`src/rtl/gregorian_date_add_days_assert.svh`:
```
// Assertion macros shared by the date adder modules.
`ifndef GREGORIAN_DATE_ADD_DAYS_ASSERT_SVH
`define GREGORIAN_DATE_ADD_DAYS_ASSERT_SVH

// Check that cons holds in the same cycle as ante.
`define GDATE_ASSERT_SAME(label, ante, cons, msg) \
	label: assert property (@(posedge clk) disable iff (!arst_n) (ante) |-> (cons)) \
		else $error(msg);

// Check that cons holds in the cycle after ante.
`define GDATE_ASSERT_NEXT(label, ante, cons, msg) \
	label: assert property (@(posedge clk) disable iff (!arst_n) (ante) |=> (cons)) \
		else $error(msg);

`endif

```
`src/rtl/gdate_pkg.sv`:
```
// Types, constants and month table for the Gregorian date adder.
package gdate_pkg;

	localparam int DAY_W  = 17;
	localparam int YEAR_W = 13;
	localparam int MOD_W  = 12;
	localparam int PC_W   = 3;

	localparam logic [11:0] YEAR_MAX = 12'd4095;
	localparam logic [MOD_W-1:0] CYCLE_LEN  = MOD_W'(400);
	localparam logic [MOD_W-1:0] CYCLE_LAST = MOD_W'(399);
	localparam logic [MOD_W-1:0] CENT_1 = MOD_W'(100);
	localparam logic [MOD_W-1:0] CENT_2 = MOD_W'(200);
	localparam logic [MOD_W-1:0] CENT_3 = MOD_W'(300);

	localparam logic [3:0] MONTH_JAN = 4'd1;
	localparam logic [3:0] MONTH_FEB = 4'd2;
	localparam logic [3:0] MONTH_DEC = 4'd12;

	localparam logic [1:0] OP_IDLE   = 2'd0;
	localparam logic [1:0] OP_MODSUB = 2'd1;
	localparam logic [1:0] OP_WALK   = 2'd2;
	localparam logic [1:0] OP_DONE   = 2'd3;

	localparam logic [1:0] COND_NEVER     = 2'd0;
	localparam logic [1:0] COND_IDLE_WAIT = 2'd1;
	localparam logic [1:0] COND_DAY_GT    = 2'd2;
	localparam logic [1:0] COND_ALWAYS    = 2'd3;

	localparam logic [PC_W-1:0] PC_IDLE  = 3'd0;
	localparam logic [PC_W-1:0] PC_MOD3  = 3'd1;
	localparam logic [PC_W-1:0] PC_MOD2  = 3'd2;
	localparam logic [PC_W-1:0] PC_MOD1  = 3'd3;
	localparam logic [PC_W-1:0] PC_MOD0  = 3'd4;
	localparam logic [PC_W-1:0] PC_WALK  = 3'd5;
	localparam logic [PC_W-1:0] PC_DONE  = 3'd6;

	typedef struct packed {
		logic [4:0]  start_day;
		logic [3:0]  start_month;
		logic [11:0] start_year;
		logic [15:0] add_days;
	} gdate_req_t;

	typedef struct packed {
		logic [4:0]  result_day;
		logic [3:0]  result_month;
		logic [11:0] result_year;
		logic        year_overflow;
	} gdate_res_t;

	typedef struct packed {
		logic [1:0]      op;
		logic [1:0]      shamt;
		logic [1:0]      cond;
		logic [PC_W-1:0] target;
	} gdate_ctl_t;

	function automatic logic [4:0] month_len(input logic [3:0] month, input logic leap);
		logic [4:0] len;
		case (month)
			4'd1, 4'd3, 4'd5, 4'd7, 4'd8, 4'd10, 4'd12: len = 5'd31;
			4'd4, 4'd6, 4'd9, 4'd11: len = 5'd30;
			MONTH_FEB: len = leap ? 5'd29 : 5'd28;
			default: len = 5'd31;
		endcase
		return len;
	endfunction

endpackage

```
`src/rtl/gdate_urom.sv`:
```
// Microcode store: one control word per program step.
module gdate_urom (
	input  logic [gdate_pkg::PC_W-1:0] pc,
	output gdate_pkg::gdate_ctl_t      ctl
);

	always_comb begin
		case (pc)
			gdate_pkg::PC_IDLE: ctl = '{gdate_pkg::OP_IDLE, 2'd0,
				gdate_pkg::COND_IDLE_WAIT, gdate_pkg::PC_IDLE};
			gdate_pkg::PC_MOD3: ctl = '{gdate_pkg::OP_MODSUB, 2'd3,
				gdate_pkg::COND_NEVER, gdate_pkg::PC_IDLE};
			gdate_pkg::PC_MOD2: ctl = '{gdate_pkg::OP_MODSUB, 2'd2,
				gdate_pkg::COND_NEVER, gdate_pkg::PC_IDLE};
			gdate_pkg::PC_MOD1: ctl = '{gdate_pkg::OP_MODSUB, 2'd1,
				gdate_pkg::COND_NEVER, gdate_pkg::PC_IDLE};
			gdate_pkg::PC_MOD0: ctl = '{gdate_pkg::OP_MODSUB, 2'd0,
				gdate_pkg::COND_NEVER, gdate_pkg::PC_IDLE};
			// loop here while the day still exceeds the month length
			gdate_pkg::PC_WALK: ctl = '{gdate_pkg::OP_WALK, 2'd0,
				gdate_pkg::COND_DAY_GT, gdate_pkg::PC_WALK};
			gdate_pkg::PC_DONE: ctl = '{gdate_pkg::OP_DONE, 2'd0,
				gdate_pkg::COND_ALWAYS, gdate_pkg::PC_IDLE};
			default: ctl = '{gdate_pkg::OP_IDLE, 2'd0,
				gdate_pkg::COND_ALWAYS, gdate_pkg::PC_IDLE};
		endcase
	end

endmodule

```
`src/rtl/gdate_seq.sv`:
```
// Step counter with conditional jumps over the microcode store.
module gdate_seq (
	input  logic                   clk,
	input  logic                   arst_n,
	input  logic                   start,
	input  logic                   day_gt,
	output logic                   busy,
	output logic                   load,
	output gdate_pkg::gdate_ctl_t  ctl
);

	logic [gdate_pkg::PC_W-1:0] pc_q;
	logic                       take;

	gdate_urom u_urom (
		.pc  (pc_q),
		.ctl (ctl)
	);

	always_comb begin
		case (ctl.cond)
			gdate_pkg::COND_NEVER:     take = 1'b0;
			gdate_pkg::COND_IDLE_WAIT: take = !start;
			gdate_pkg::COND_DAY_GT:    take = day_gt;
			gdate_pkg::COND_ALWAYS:    take = 1'b1;
			default:                   take = 1'b1;
		endcase
	end

	assign busy = (pc_q != gdate_pkg::PC_IDLE);
	assign load = !busy && start;

	always_ff @(posedge clk or negedge arst_n) begin
		if (!arst_n) begin
			pc_q <= gdate_pkg::PC_IDLE;
		end else if (take) begin
			pc_q <= ctl.target;
		end else begin
			pc_q <= pc_q + 1'b1;
		end
	end

endmodule

```
`src/rtl/gdate_dpath.sv`:
```
// Date datapath: day, month, year and year-within-400 registers.
module gdate_dpath (
	input  logic                   clk,
	input  logic                   arst_n,
	input  logic                   load,
	input  gdate_pkg::gdate_req_t  request,
	input  gdate_pkg::gdate_ctl_t  ctl,
	output logic                   day_gt,
	output logic                   done,
	output gdate_pkg::gdate_res_t  result
);

`include "gregorian_date_add_days_assert.svh"

	logic [gdate_pkg::DAY_W-1:0]  day_q;
	logic [3:0]                   month_q;
	logic [gdate_pkg::YEAR_W-1:0] year_q;
	logic [gdate_pkg::MOD_W-1:0]  m400_q;
	gdate_pkg::gdate_res_t        result_q;
	logic                         done_q;

	logic                         leap;
	logic [4:0]                   len;
	logic [gdate_pkg::MOD_W-1:0]  sub;
	logic [3:0]                   month_in;

	// year % 4 from the low bits, century years from the 400-year position
	assign leap = (year_q[1:0] == 2'd0) && (m400_q != gdate_pkg::CENT_1) &&
		(m400_q != gdate_pkg::CENT_2) && (m400_q != gdate_pkg::CENT_3);
	assign len    = gdate_pkg::month_len(month_q, leap);
	assign day_gt = day_q > gdate_pkg::DAY_W'(len);
	assign sub    = gdate_pkg::CYCLE_LEN << ctl.shamt;

	always_comb begin
		if (request.start_month == 4'd0) begin
			month_in = gdate_pkg::MONTH_JAN;
		end else if (request.start_month > gdate_pkg::MONTH_DEC) begin
			month_in = gdate_pkg::MONTH_DEC;
		end else begin
			month_in = request.start_month;
		end
	end

	always_ff @(posedge clk) begin
		if (load) begin
			day_q   <= gdate_pkg::DAY_W'(request.start_day) + gdate_pkg::DAY_W'(request.add_days);
			month_q <= month_in;
			year_q  <= gdate_pkg::YEAR_W'(request.start_year);
			m400_q  <= request.start_year;
		end else begin
			case (ctl.op)
				gdate_pkg::OP_MODSUB: begin
					if (m400_q >= sub) begin
						m400_q <= m400_q - sub;
					end
				end
				gdate_pkg::OP_WALK: begin
					if (day_gt) begin
						day_q <= day_q - gdate_pkg::DAY_W'(len);
						if (month_q == gdate_pkg::MONTH_DEC) begin
							month_q <= gdate_pkg::MONTH_JAN;
							year_q  <= year_q + 1'b1;
							m400_q  <= (m400_q == gdate_pkg::CYCLE_LAST) ? '0 : m400_q + 1'b1;
						end else begin
							month_q <= month_q + 1'b1;
						end
					end
				end
				default: begin
				end
			endcase
		end
	end

	always_ff @(posedge clk) begin
		if (ctl.op == gdate_pkg::OP_DONE) begin
			result_q.result_day    <= day_q[4:0];
			result_q.result_month  <= month_q;
			result_q.result_year   <= year_q[gdate_pkg::YEAR_W-1] ? gdate_pkg::YEAR_MAX
				: year_q[11:0];
			result_q.year_overflow <= year_q[gdate_pkg::YEAR_W-1];
		end
	end

	always_ff @(posedge clk or negedge arst_n) begin
		if (!arst_n) begin
			done_q <= 1'b0;
		end else begin
			done_q <= (ctl.op == gdate_pkg::OP_DONE);
		end
	end

	assign done   = done_q;
	assign result = result_q;

	`GDATE_ASSERT_SAME(a_walk_mod_range, ctl.op == gdate_pkg::OP_WALK, m400_q < gdate_pkg::CYCLE_LEN, "year position out of range during walk")
	`GDATE_ASSERT_SAME(a_walk_month_range, ctl.op == gdate_pkg::OP_WALK, (month_q >= gdate_pkg::MONTH_JAN) && (month_q <= gdate_pkg::MONTH_DEC), "month out of range during walk")

endmodule

```
`src/rtl/gregorian_date_add_days.sv`:
```
// One request at a time: the start year is reduced modulo 400, then the month
// walk, one month per cycle, runs until the day fits the month and sets the rate.
// A new request is taken in the same cycle that done pulses for the previous one.
// Reset (arst_n low) returns the sequencer to idle and clears done; busy drops at once.
// The receiver cannot stall: done is high for a single cycle; result holds until the next done.
module gregorian_date_add_days (
	input  logic                  clk,
	input  logic                  arst_n,
	input  logic                  start,
	output logic                  busy,
	input  gdate_pkg::gdate_req_t request,
	output logic                  done,
	output gdate_pkg::gdate_res_t result
);

`include "gregorian_date_add_days_assert.svh"

	gdate_pkg::gdate_ctl_t ctl;
	logic                  load;
	logic                  day_gt;

	// Sequencer: the program reduces the start year modulo 400 in four
	// compare-and-subtract steps, walks months while the day exceeds the
	// month length, then registers the result.
	gdate_seq u_seq (
		.clk    (clk),
		.arst_n (arst_n),
		.start  (start),
		.day_gt (day_gt),
		.busy   (busy),
		.load   (load),
		.ctl    (ctl)
	);

	// Datapath: hold the running date, advance one month per walk step.
	gdate_dpath u_dpath (
		.clk     (clk),
		.arst_n  (arst_n),
		.load    (load),
		.request (request),
		.ctl     (ctl),
		.day_gt  (day_gt),
		.done    (done),
		.result  (result)
	);

	`GDATE_ASSERT_NEXT(a_accept_busy, start && !busy, busy, "busy not raised after request")
	`GDATE_ASSERT_SAME(a_done_idle, done, !busy, "done while still busy")
	`GDATE_ASSERT_SAME(a_ovf_sat, done && result.year_overflow, result.result_year == gdate_pkg::YEAR_MAX, "overflow without saturated year")

endmodule
```
`config.mk`:
```
export PLATFORM = sky130hd
export DESIGN_NAME = gregorian_date_add_days
export DESIGN_NICKNAME = d
export VERILOG_FILES = /design/src/rtl/gdate_pkg.sv /design/src/rtl/gdate_urom.sv /design/src/rtl/gdate_seq.sv /design/src/rtl/gdate_dpath.sv /design/src/rtl/gregorian_date_add_days.sv
export VERILOG_INCLUDE_DIRS = /design/src /design/src/rtl
export SDC_FILE = /design/constraint.sdc
export NUM_CORES = 1
export LEC_CHECK = 0
export BUFFER_PORTS_ARGS = -buffer_cell sky130_fd_sc_hd__buf_2
export CAP_MARGIN = 0
export CORE_MARGIN = 2
export CORE_UTILIZATION = 62
export DETAILED_ROUTE_END_ITERATION = 10
export PLACE_DENSITY = 0.85
export SLEW_MARGIN = 10
export SYNTH_ARGS = -nofsm -noshare
export SYNTH_HDL_FRONTEND = slang
export SYNTH_SLANG_ARGS = --single-unit
export TNS_END_PERCENT = 20
```
`constraint.sdc`:
```
create_clock -name clk -period 12.1 [get_ports clk]
set_clock_uncertainty 0.1 [all_clocks]
set_input_delay 1.815 -clock clk [delete_from_list [all_inputs] [get_ports clk]]
set_output_delay 1.815 -clock clk [all_outputs]
set_load 0.02 [all_outputs]
```
Word-level counts from Yosys, hierarchy flattened
Cells that the tools add are included.

word-level totals
  register bits after elaboration = 72
  bits in latches = 0
  bits in writable memories = 0
  ROM bits = 0
  input port bits = 40
  output and inout bits = 24
  word-level logic and storage cells = 91
  memories = 0

cells by class
  add/subtract/negate cells = 7
  $mul = 0
  div/mod/pow operators = 0
  $lt $le $gt $ge = 3
  equality and inequality tests = 25
  shift operators = 1
  multiplexer cells = 24
  bitwise gates (word level) = 0
  reduce and logical (&&, ||, !) cells = 20

operators with widths
  cell                                                   number
  2-to-1 mux 12 bit                                      9
  case mux 9 bit (7 select lines)                        1
  2-to-1 mux 17 bit                                      3
  2-to-1 mux 4 bit                                       6
  case mux 12 bit (2 select lines)                       1
  adder 5 x 16 -> 17 bit                                 1
  > comparator 17 x 5 -> 1 bit                           1
  subtractor 17 x 5 -> 17 bit                            1
  adder 13 x 1 -> 13 bit (second input constant)         1
  adder 12 x 1 -> 12 bit (second input constant)         1
  equality test 12 x 9 -> 1 bit (second input constant)  1
  equality test 4 bit (second input constant)            3
  >= comparator 12 bit                                   1
  != test 12 x 7 -> 1 bit (second input constant)        1
  != test 12 x 8 -> 1 bit (second input constant)        1
  != test 12 x 9 -> 1 bit (second input constant)        1
  left shift 9 x 2 -> 12 bit (first input constant)      1
  subtractor 12 bit                                      1
  case mux 5 bit (2 select lines)                        1
  equality test 3 bit (second input constant)            3
  equality test 2 bit (second input constant)            4
  equality test 4 x 3 -> 1 bit (second input constant)   2
  equality test 3 x 2 -> 1 bit (second input constant)   2
  != test 3 x 2 -> 1 bit (second input constant)         2
  other kinds (21)                                       31

Depth between registers and ports, before layout
Gate-level depths: netlist of the first run.

  word-level depth = 10
  gate-level depth with buffers = 14

Cells and area by module
From an unflattened synthesis of the first run, not the netlist that was laid out.

second synthesis, totals
  cell total of the unflattened synthesis = 467
  area total of the unflattened synthesis = 4,784.6 um^2

modules (own cells, without submodules)
  module       times used  cells an instance  area an instance (um^2)  sequential area each (um^2)
  gdate_dpath  1           437                4,504.3                  2,057.0
  gdate_seq    1           17                 203.9                    75.1
  gdate_urom   1           13                 76.3                     0.0

Worst setup path after synthesis of the first run
OpenSTA, ideal clock, no wires.

  path type = reg-to-reg
  from = reg u_dpath.m400_q[4] (netlist name)
  to = reg u_dpath.m400_q[10] (netlist name), enable pin
  library setup time = 0.390 ns
  arrival = 3.334 ns
  data required time = 11.610 ns
  slack = 8.276 ns
  stages on the path, launching flop included = 12
  path buffers = 0
  period minus slack after synthesis = 3.824 ns
  path through = edfxtp_1 nor4_1 nand2_1 o31a_1 o21ai_1 o21ai_1 ha_1 nor2b_1 o2111ai_1 o2111ai_2 a21boi_0 o31ai_1

between the ends
  cells in the longest elaborated chain, start to end = 9
  elaborated cells between the ends (all ways) = 13
  those cells by class = 2 x order compare; 5 x eq/ne; 2 x mux; 4 x reduce/logical

RTL lines
  item                               line               source
  start: declaration                 gdate_dpath.sv:18  logic [gdate_pkg::MOD_W-1:0] m400_q;
  start signal: assignment           gdate_dpath.sv:49  m400_q <= request.start_year;
  start signal: assignment           gdate_dpath.sv:54  m400_q <= m400_q - sub;
  start signal: assignment           gdate_dpath.sv:63  m400_q <= (m400_q == gdate_pkg::CYCLE_LAST) ? '0 : m400_q + 1'b1;
  != test 12 x 7 -> 1 bit            gdate_dpath.sv:28  assign leap = (year_q[1:0] == 2'd0) && (m400_q != gdate_pkg::CENT_1) &&
  logical AND 1 bit (2 in a row)     gdate_dpath.sv:28
  logical AND 1 bit                  gdate_dpath.sv:29  (m400_q != gdate_pkg::CENT_2) && (m400_q != gdate_pkg::CENT_3);
  2-to-1 mux 1 bit                   gdate_pkg.sv:64    MONTH_FEB: len = leap ? 5'd29 : 5'd28;
  case mux 5 bit (2 select lines)    gdate_pkg.sv:61    case (month)
  > comparator 17 x 5 -> 1 bit       gdate_dpath.sv:31  assign day_gt = day_q > gdate_pkg::DAY_W'(len);
  != test 3 bit (no line)            --
  AND reduction 4 bit (no line) (*)  --

Mark *: on every way between the ends. The rest lies on a longest branch, timed or not.
A chain may end at the register's enable or synchronous reset.

Worst setup path after layout of the first run
  from = reg u_dpath.m400_q[4] (netlist name)
  to = reg u_dpath.month_q[0], enable pin

between the ends
  cells in the longest elaborated chain, start to end = 9
  elaborated cells between the ends (all ways) = 11
  those cells by class = 1 x order compare; 3 x eq/ne; 2 x mux; 5 x reduce/logical

RTL lines
  item                                 line               source
  != test 12 x 7 -> 1 bit              gdate_dpath.sv:28
  logical AND 1 bit (2 in a row)       gdate_dpath.sv:28
  logical AND 1 bit (*)                gdate_dpath.sv:29
  2-to-1 mux 1 bit (*)                 gdate_pkg.sv:64
  case mux 5 bit (2 select lines) (*)  gdate_pkg.sv:61
  > comparator 17 x 5 -> 1 bit (*)     gdate_dpath.sv:31
  nonzero test 2 bit (no line) (*)     --
  AND reduction 2 bit (no line) (*)    --
  end signal: assignment               gdate_dpath.sv:47  month_q <= month_in;
  end signal: assignment               gdate_dpath.sv:61  month_q <= gdate_pkg::MONTH_JAN;
  end signal: assignment               gdate_dpath.sv:65  month_q <= month_q + 1'b1;
  end: declaration                     gdate_dpath.sv:16  logic [3:0] month_q;

Marked as above.

==> out/metrics.csv, run 1 <==
metric;value;unit
final_util;0.735;
clockRootBuffer;clkbuf_8;
cts_tree;done;
wl_met3;779;µm
worstRegToRegCells;11;
dr.first_iter.drc_count;442;
numCtsBuffers;9;
max_cap_viol_count;0;
ys_ff_latch;72;
final_antenna_net_count;0;
required;11.97;ns
postCtsSetupBuffers;0;
grt_max_degree;40;
rows;31;
syn-num-nets;551;
drc;0;
synth_top_flop_cell;edfxtp_1;
powerDensity;267;nW/µm²
leakagePower;2.14;nW
clk_latency;0.35;ns
synth.avg_cell_area;10.0;µm²
final_cell_mix;edfxtp_1 (67), buf_2 (63), nand2_1 (40), nor2_1 (35), ha_1 (35);
crit_chain;nor4_1 > nand2_1 > o31a_1 > o21ai_1 > o21ai_1 > ha_1 > nor2b_1 > o2111ai_1 > o2111ai_2 > nand2_1 > nand2_1;
drv_slew;0;
rr_startpoint;u_dpath.m400_q[4];
status;completed;
wl_per_cell;17.0;µm
viasPerCell;6.12;
clk_pin_slew;0.08;ns
crit_path_end_kind;register;
r2r_slack;7.85;ns
die_w;91.6;µm
grt_antenna_before_repair;0;
cp_common_cell;nand2_1;
final_common_cell;edfxtp_1;
cts_sinks;72;
wl_met2;5390;µm
wl;10900;µm
r2r_end;u_dpath.month_q[0];
synth-edff-count;67;
slew-limit-headroom;0.352;
num-fill-cells;507;
die_y;91.6;µm
setup_viol;0;
initial_utilization;0.649;
vias;3926;
gp_congestion;0.923;
area_growth;13.2;%
drt-pass1-iter-count;5;
fin_tns_setup;0;ns
rsz0062_at_grt;no;
h-tree-depth;3;
numPortBuffers;63;
cp.arrival;4.13;ns
synthCells;474;
grt_overflow_total;0;
multi_input_area;2460;µm²
grt_usage;0.273;
crit_start;u_dpath.m400_q[4];
path_class;register to register;
place_area;5170;µm²
synth_cell_type_count;57;
layout-drive-gt1-share;0.177;
synth_area;4760;µm²
cts_hold_buf;0;
period_minus_slack;4.25;ns
grt_pass1_vias;3794;
coreArea;7330;µm²
seq_area_frac_synth;0.448;
hold_path_class;register to register;
place_hpwl;7840;µm
peakVddDrop;0.206;mV
critPathSlowestCell;nand2_1;
max_freq;235;MHz
worstPathMaxFanout;21;
worst_slew_pin_slew;0.973;ns
wl_met1;4610;µm
grt_pass1_wl;18200;µm
cts_resized;0;
hold_violations;0;
ff_latch_area;2130;µm²
yosysWarningCount;0;
async_flop_share;0.0556;
num_io_pins;64;
clk_path_buf_depth;2;
die_area;8400;µm²
diodes;0;
top_layer_used;met4;
nNetsFinal;615;
critPathLaunchType;register;
critPathMaxStageDelay;0.73;ns
fin_crit_sh;0.352;
final_area;5390;µm²
crit_end;u_dpath.month_q[0];
worst min path at each step:
stage	start	endpoint	slack, ns	depth (start not counted)
2_1_floorplan	u_dpath.day_q[0]	u_dpath.result[17]	0.33	0
3_3_place_gp	u_dpath.day_q[0]	u_dpath.result[17]	0.37	0
3_5_place_dp	u_dpath.day_q[0]	u_dpath.result[17]	0.36	0
4_1_cts	u_dpath.day_q[0]	u_dpath.result[17]	0.38	0
5_1_grt	u_dpath.day_q[0]	u_dpath.result[17]	0.39	0
6_report	u_dpath.day_q[0]	u_dpath.result[17]	0.39	0
critical path: cells and delay by family, from the launching register on:
kind                       cells  cell delay, ns
adders and majority gates      1            0.21
DFF                            1            0.50
AOI/OAI and AO/OA              5            1.35
and+or+nand+nor                5            1.70
power by group:
group / leakage (nW) / switching (mW) / internal (mW)
sequential: 0.687 / 0.0919 / 0.417
clock: 0.110 / 0.0970 / 0.116
combinational: 1.34 / 0.409 / 0.307
total: 2.14 / 0.598 / 0.841
state kept, by name, indices dropped and copies added, names as in the netlist:
| register | cells |
|---|---|
| u_dpath.result | 22 |
| u_dpath.day_q | 17 |
| u_dpath.year_q | 13 |
| u_dpath.m400_q | 12 |
| u_dpath.month_q | 4 |
| u_seq.pc_q | 3 |
| u_dpath.done | 1 |
metrics by stage:
stage          worst slack, ns  total power, mW  std cells  hold WS, ns
3_5_place_dp              7.88             1.20        626        0.356
6_report                  7.85             1.44        642        0.388
2_1_floorplan             8.28             1.02        474        0.326
5_1_grt                   7.49             1.54        642        0.387
3_3_place_gp              8.13             1.16        626        0.372
4_1_cts                   7.83             1.42        642        0.375
final cells by class:
class	count	share of cell area
inverters	31	0.0216
flip-flops and latches	72	0.395
well taps	99	0.0230
multi-input cells	358	0.457
repair buffers	66	0.0627
clock inverters	7	0.0176
clock buffers	9	0.0230
Yosys cell counts, drive strengths merged (3+ instances only):
cell type / n / share of area
o21ai: 28 / 0.029
a31oi: 5 / 0.0066
or2: 11 / 0.014
xnor2: 23 / 0.042
a211oi: 3 / 0.0047
edfxtp: 67 / 0.42
nand2: 40 / 0.032
mux2i: 10 / 0.021
inv: 31 / 0.024
o31a: 3 / 0.0055
o31ai: 3 / 0.0047
and4: 4 / 0.0074
xor2: 24 / 0.044
a21oi: 26 / 0.027
o2111ai: 4 / 0.0087
or3: 3 / 0.0039
and3: 6 / 0.0079
nand4: 8 / 0.011
nor4: 4 / 0.0053
and2: 3 / 0.0039
buf: 3 / 0.0026
nor2b: 6 / 0.0079
a21o: 4 / 0.0063
o21a: 8 / 0.013
ha: 35 / 0.092
nor2: 35 / 0.028
o211ai: 8 / 0.013
nor3: 13 / 0.014
nand3: 19 / 0.020
clkbuf: 10 / 0.0079
dfrtp: 4 / 0.021
per-layer routing:
metal | up-vias | GRT usage
met2 | 183 | 0.460
li1 | 1854 | -
met3 | 19 | 0.0403
met4 | 0 | 0.0770
met1 | 1870 | 0.370
met5 | - | 0
kinds of logic after synthesis:
logic type                 synth area share
xor gates and xnor gates             0.0865
and+or+nand+nor                       0.165
muxes                                0.0210
DFF                                   0.448
buffers and inverters                0.0350
adders and majority gates             0.100
AOI/OAI and AO/OA                     0.145
No activity file was read; power rests on OpenSTA's default activity.
==> run 2: changes to the inputs <==
ABC_AREA = 1   (was default)
CORE_UTILIZATION = 54   (was 62)
PLACE_DENSITY = 0.78   (was 0.85)
clock period = 3.4 ns   (was 12.1 ns; I/O delays follow)
==> run 2 against run 1 <==
Compared with the run above:
- flip-flop and latch count is the same
- combinational power rose to 3.8 times the previous value
- register-to-register slack lost 7.6 ns
- cell area rose by 9.3%
- area after synthesis grew 9.8%
- hold slack worse by 0.039 ns
- count of clock-buffer cells in the layout unchanged
==> out/metrics.csv, run 2 <==
metric;value;unit
numPortBuffers;63;
grt_usage;0.240;
final_antenna_net_count;0;
max_cap_viol_count;0;
max_freq;314;MHz
dr.first_iter.drc_count;270;
cp.arrival;3.15;ns
path_class;register to register;
wl_per_cell;13.8;µm
syn-num-nets;739;
cts_sinks;72;
powerDensity;872;nW/µm²
crit_chain;inv_1 > ha_1 > inv_1 > nand2_1 > o21ai_0 > nand4_2 > o21ai_2 > inv_1 > ha_1 > ha_1 > nand2_1 > nor2_1 > nand2_1 > nand4_1 > nand2_1 > nand2_1 > nand2_1 > nor2_2;
layout-drive-gt1-share;0.167;
gp_congestion;0.865;
final_area;5890;µm²
clk_path_buf_depth;2;
worstPathMaxFanout;5;
die_w;102;µm
cp_common_cell;nand2_1;
grt_antenna_before_repair;0;
yosysTopAreaCell;edfxtp_1;
grt_util_met1;0.318;
vias;4582;
place_hpwl;9320;µm
initial_utilization;0.560;
crit_path_end_kind;register;
period_minus_slack;3.19;ns
yosysWarningCount;0;
synth.avg_cell_area;7.90;µm²
synthMostInstantiatedCell;nand2_1;
ys_ff_latch;72;
h-tree-depth;3;
num_io_pins;64;
area_growth;12.7;%
synth_cell_type_count;47;
clockRootBuffer;clkbuf_8;
synth-edff-count;67;
grt_max_degree;38;
grt_util_met2;0.412;
cts_tree;done;
setup_viol;0;
final_common_cell;nand2_1;
setup_ws;0.213;ns
final_cell_mix;nand2_1 (181), inv_1 (92), edfxtp_1 (67), buf_2 (63), nor2_1 (54);
critPathSlowestCell;dfrtp_1;
drv_slew;0;
die_area;10500;µm²
diodes;0;
wl;12000;µm
slew-limit-headroom;0.726;
yosys.area.top_type_share;0.385;
synth_area;5230;µm²
final_util;0.632;
numCtsBuffers;9;
hold_path_class;register to register;
die_y;102;µm
largest_reg_flops;22;
synth_top_flop_cell;edfxtp_1;
peakVddDrop;0.358;mV
ys_top_cells_by_count;nand2_1 (181), inv_1 (93), edfxtp_1 (67), nor2_1 (55), nand3_1 (45);
leakagePower;2.76;nW
rsz0062_at_grt;yes;
clk_latency;0.37;ns
hold_violations;0;
grt_overflow_total;0;
critPathLaunchType;register;
rows;35;
grt_pass1_wl;19700;µm
met3_usage;0.0417;
status;completed;
nNetsFinal;810;
critPathMaxStageDelay;0.40;ns
viasPerCell;5.28;
busiest_layer;met2;
clk_pin_slew;0.09;ns
synth_area_leaders;edfxtp_1 (38%), nand2_1 (13%), ha_1 (8.4%);
drc;0;
worst_slew_pin_slew;0.407;ns
grt_pass1_vias;4307;
coreArea;9330;µm²
place_area;5680;µm²
required;3.37;ns
drt-pass1-iter-count;6;
place_ws;0.0976;ns
synthCells;662;
seq_area_frac_synth;0.408;
fin_crit_sh;0.937;
async_flop_share;0.0556;
[run 2: cell types whose count changed after synthesis, sizes merged, moves of 7 or more]
cell and change:
clkbuf -9, nand3 +30, or2 -7, inv +67, xor2 -16, o21ai +16
xnor2 -15, mux2i -10, nor2 +27, nand3b +7, nand2 +152
[run 2: critical path, delay by kind of cell (launching register included)]
family	cells	cell delay (ns)
AO/OA/AOI/OAI	2	0.27
AND/OR/NAND/NOR	10	1.01
flip-flops	1	0.40
buffers and inverters	3	0.21
adder cells (fa/ha/maj)	3	0.89
[run 2: routing by layer]
| metal | up-vias | share of wire |
|---|---|---|
| li1 | 2327 | - |
| met1 | 2076 | 0.43 |
| met2 | 168 | 0.49 |
| met3 | 11 | 0.070 |
| met4 | 0 | 0.0096 |
| met5 | - | 0 |
[run 2: logic make-up after synthesis]
group           Yosys count  share of synthesized area
buf+inv                 109                     0.0857
xor+xnor                 16                     0.0268
fa+ha+maj                37                     0.0914
simple gates            342                      0.297
flops                    72                      0.408
compound gates           86                     0.0914
[run 2: power by group]
group          internal [mW]  switching (mW)  leakage, nW
clock network          0.288           0.389        0.101
registers               1.46           0.284        0.683
logic                  0.997            1.72         1.98
total                   2.74            2.39         2.76
[run 2: timing repair]
| action | in CTS | in global routing |
|---|---|---|
| resized for setup | 0 | 4 |
| setup endpoints to repair | 0 | 13 |
| hold buffers | 1 | 0 |
| hold endpoints to repair | 4 | 0 |
| setup buffers | 0 | 0 |
[run 2: area by class of cell]
class                      count  area, µm²
clock inverter                 7       73.8
clock buffer                   9        124
multi-input combinational    481       2650
fill                         812       3440
inverter                      99        377
tap                          129        161
sequential                    72       2130
timing repair buffer          70        370
[run 2: per-stage QoR]
stage	hold WS, ns	total power, mW	cells	setup TNS [ns]
floorplan	0.114	3.78	662	0
global placement	0.217	4.31	850	0
detailed placement	0.217	4.42	850	0
CTS	0.339	5.11	867	0
global route	0.353	5.61	867	-0.301
finish	0.348	5.14	867	0
[run 2: final timing paths]
check / from / to / slack, ns / cells past startpoint
setup / recovery: u_seq.pc_q[0] / u_dpath.m400_q[0] / 0.21 / 18
hold / removal: u_dpath.day_q[0] / u_dpath.result[17] / 0.35 / 0
setup reg to reg: u_seq.pc_q[0] / u_dpath.m400_q[0] / 0.21 / 18
hold reg to reg: u_dpath.day_q[0] / u_dpath.result[17] / 0.35 / 0
max in group asynchronous: arst_n / u_dpath.done / 2.73 / 2
min in group asynchronous: arst_n / u_seq.pc_q[1] / 0.36 / 2
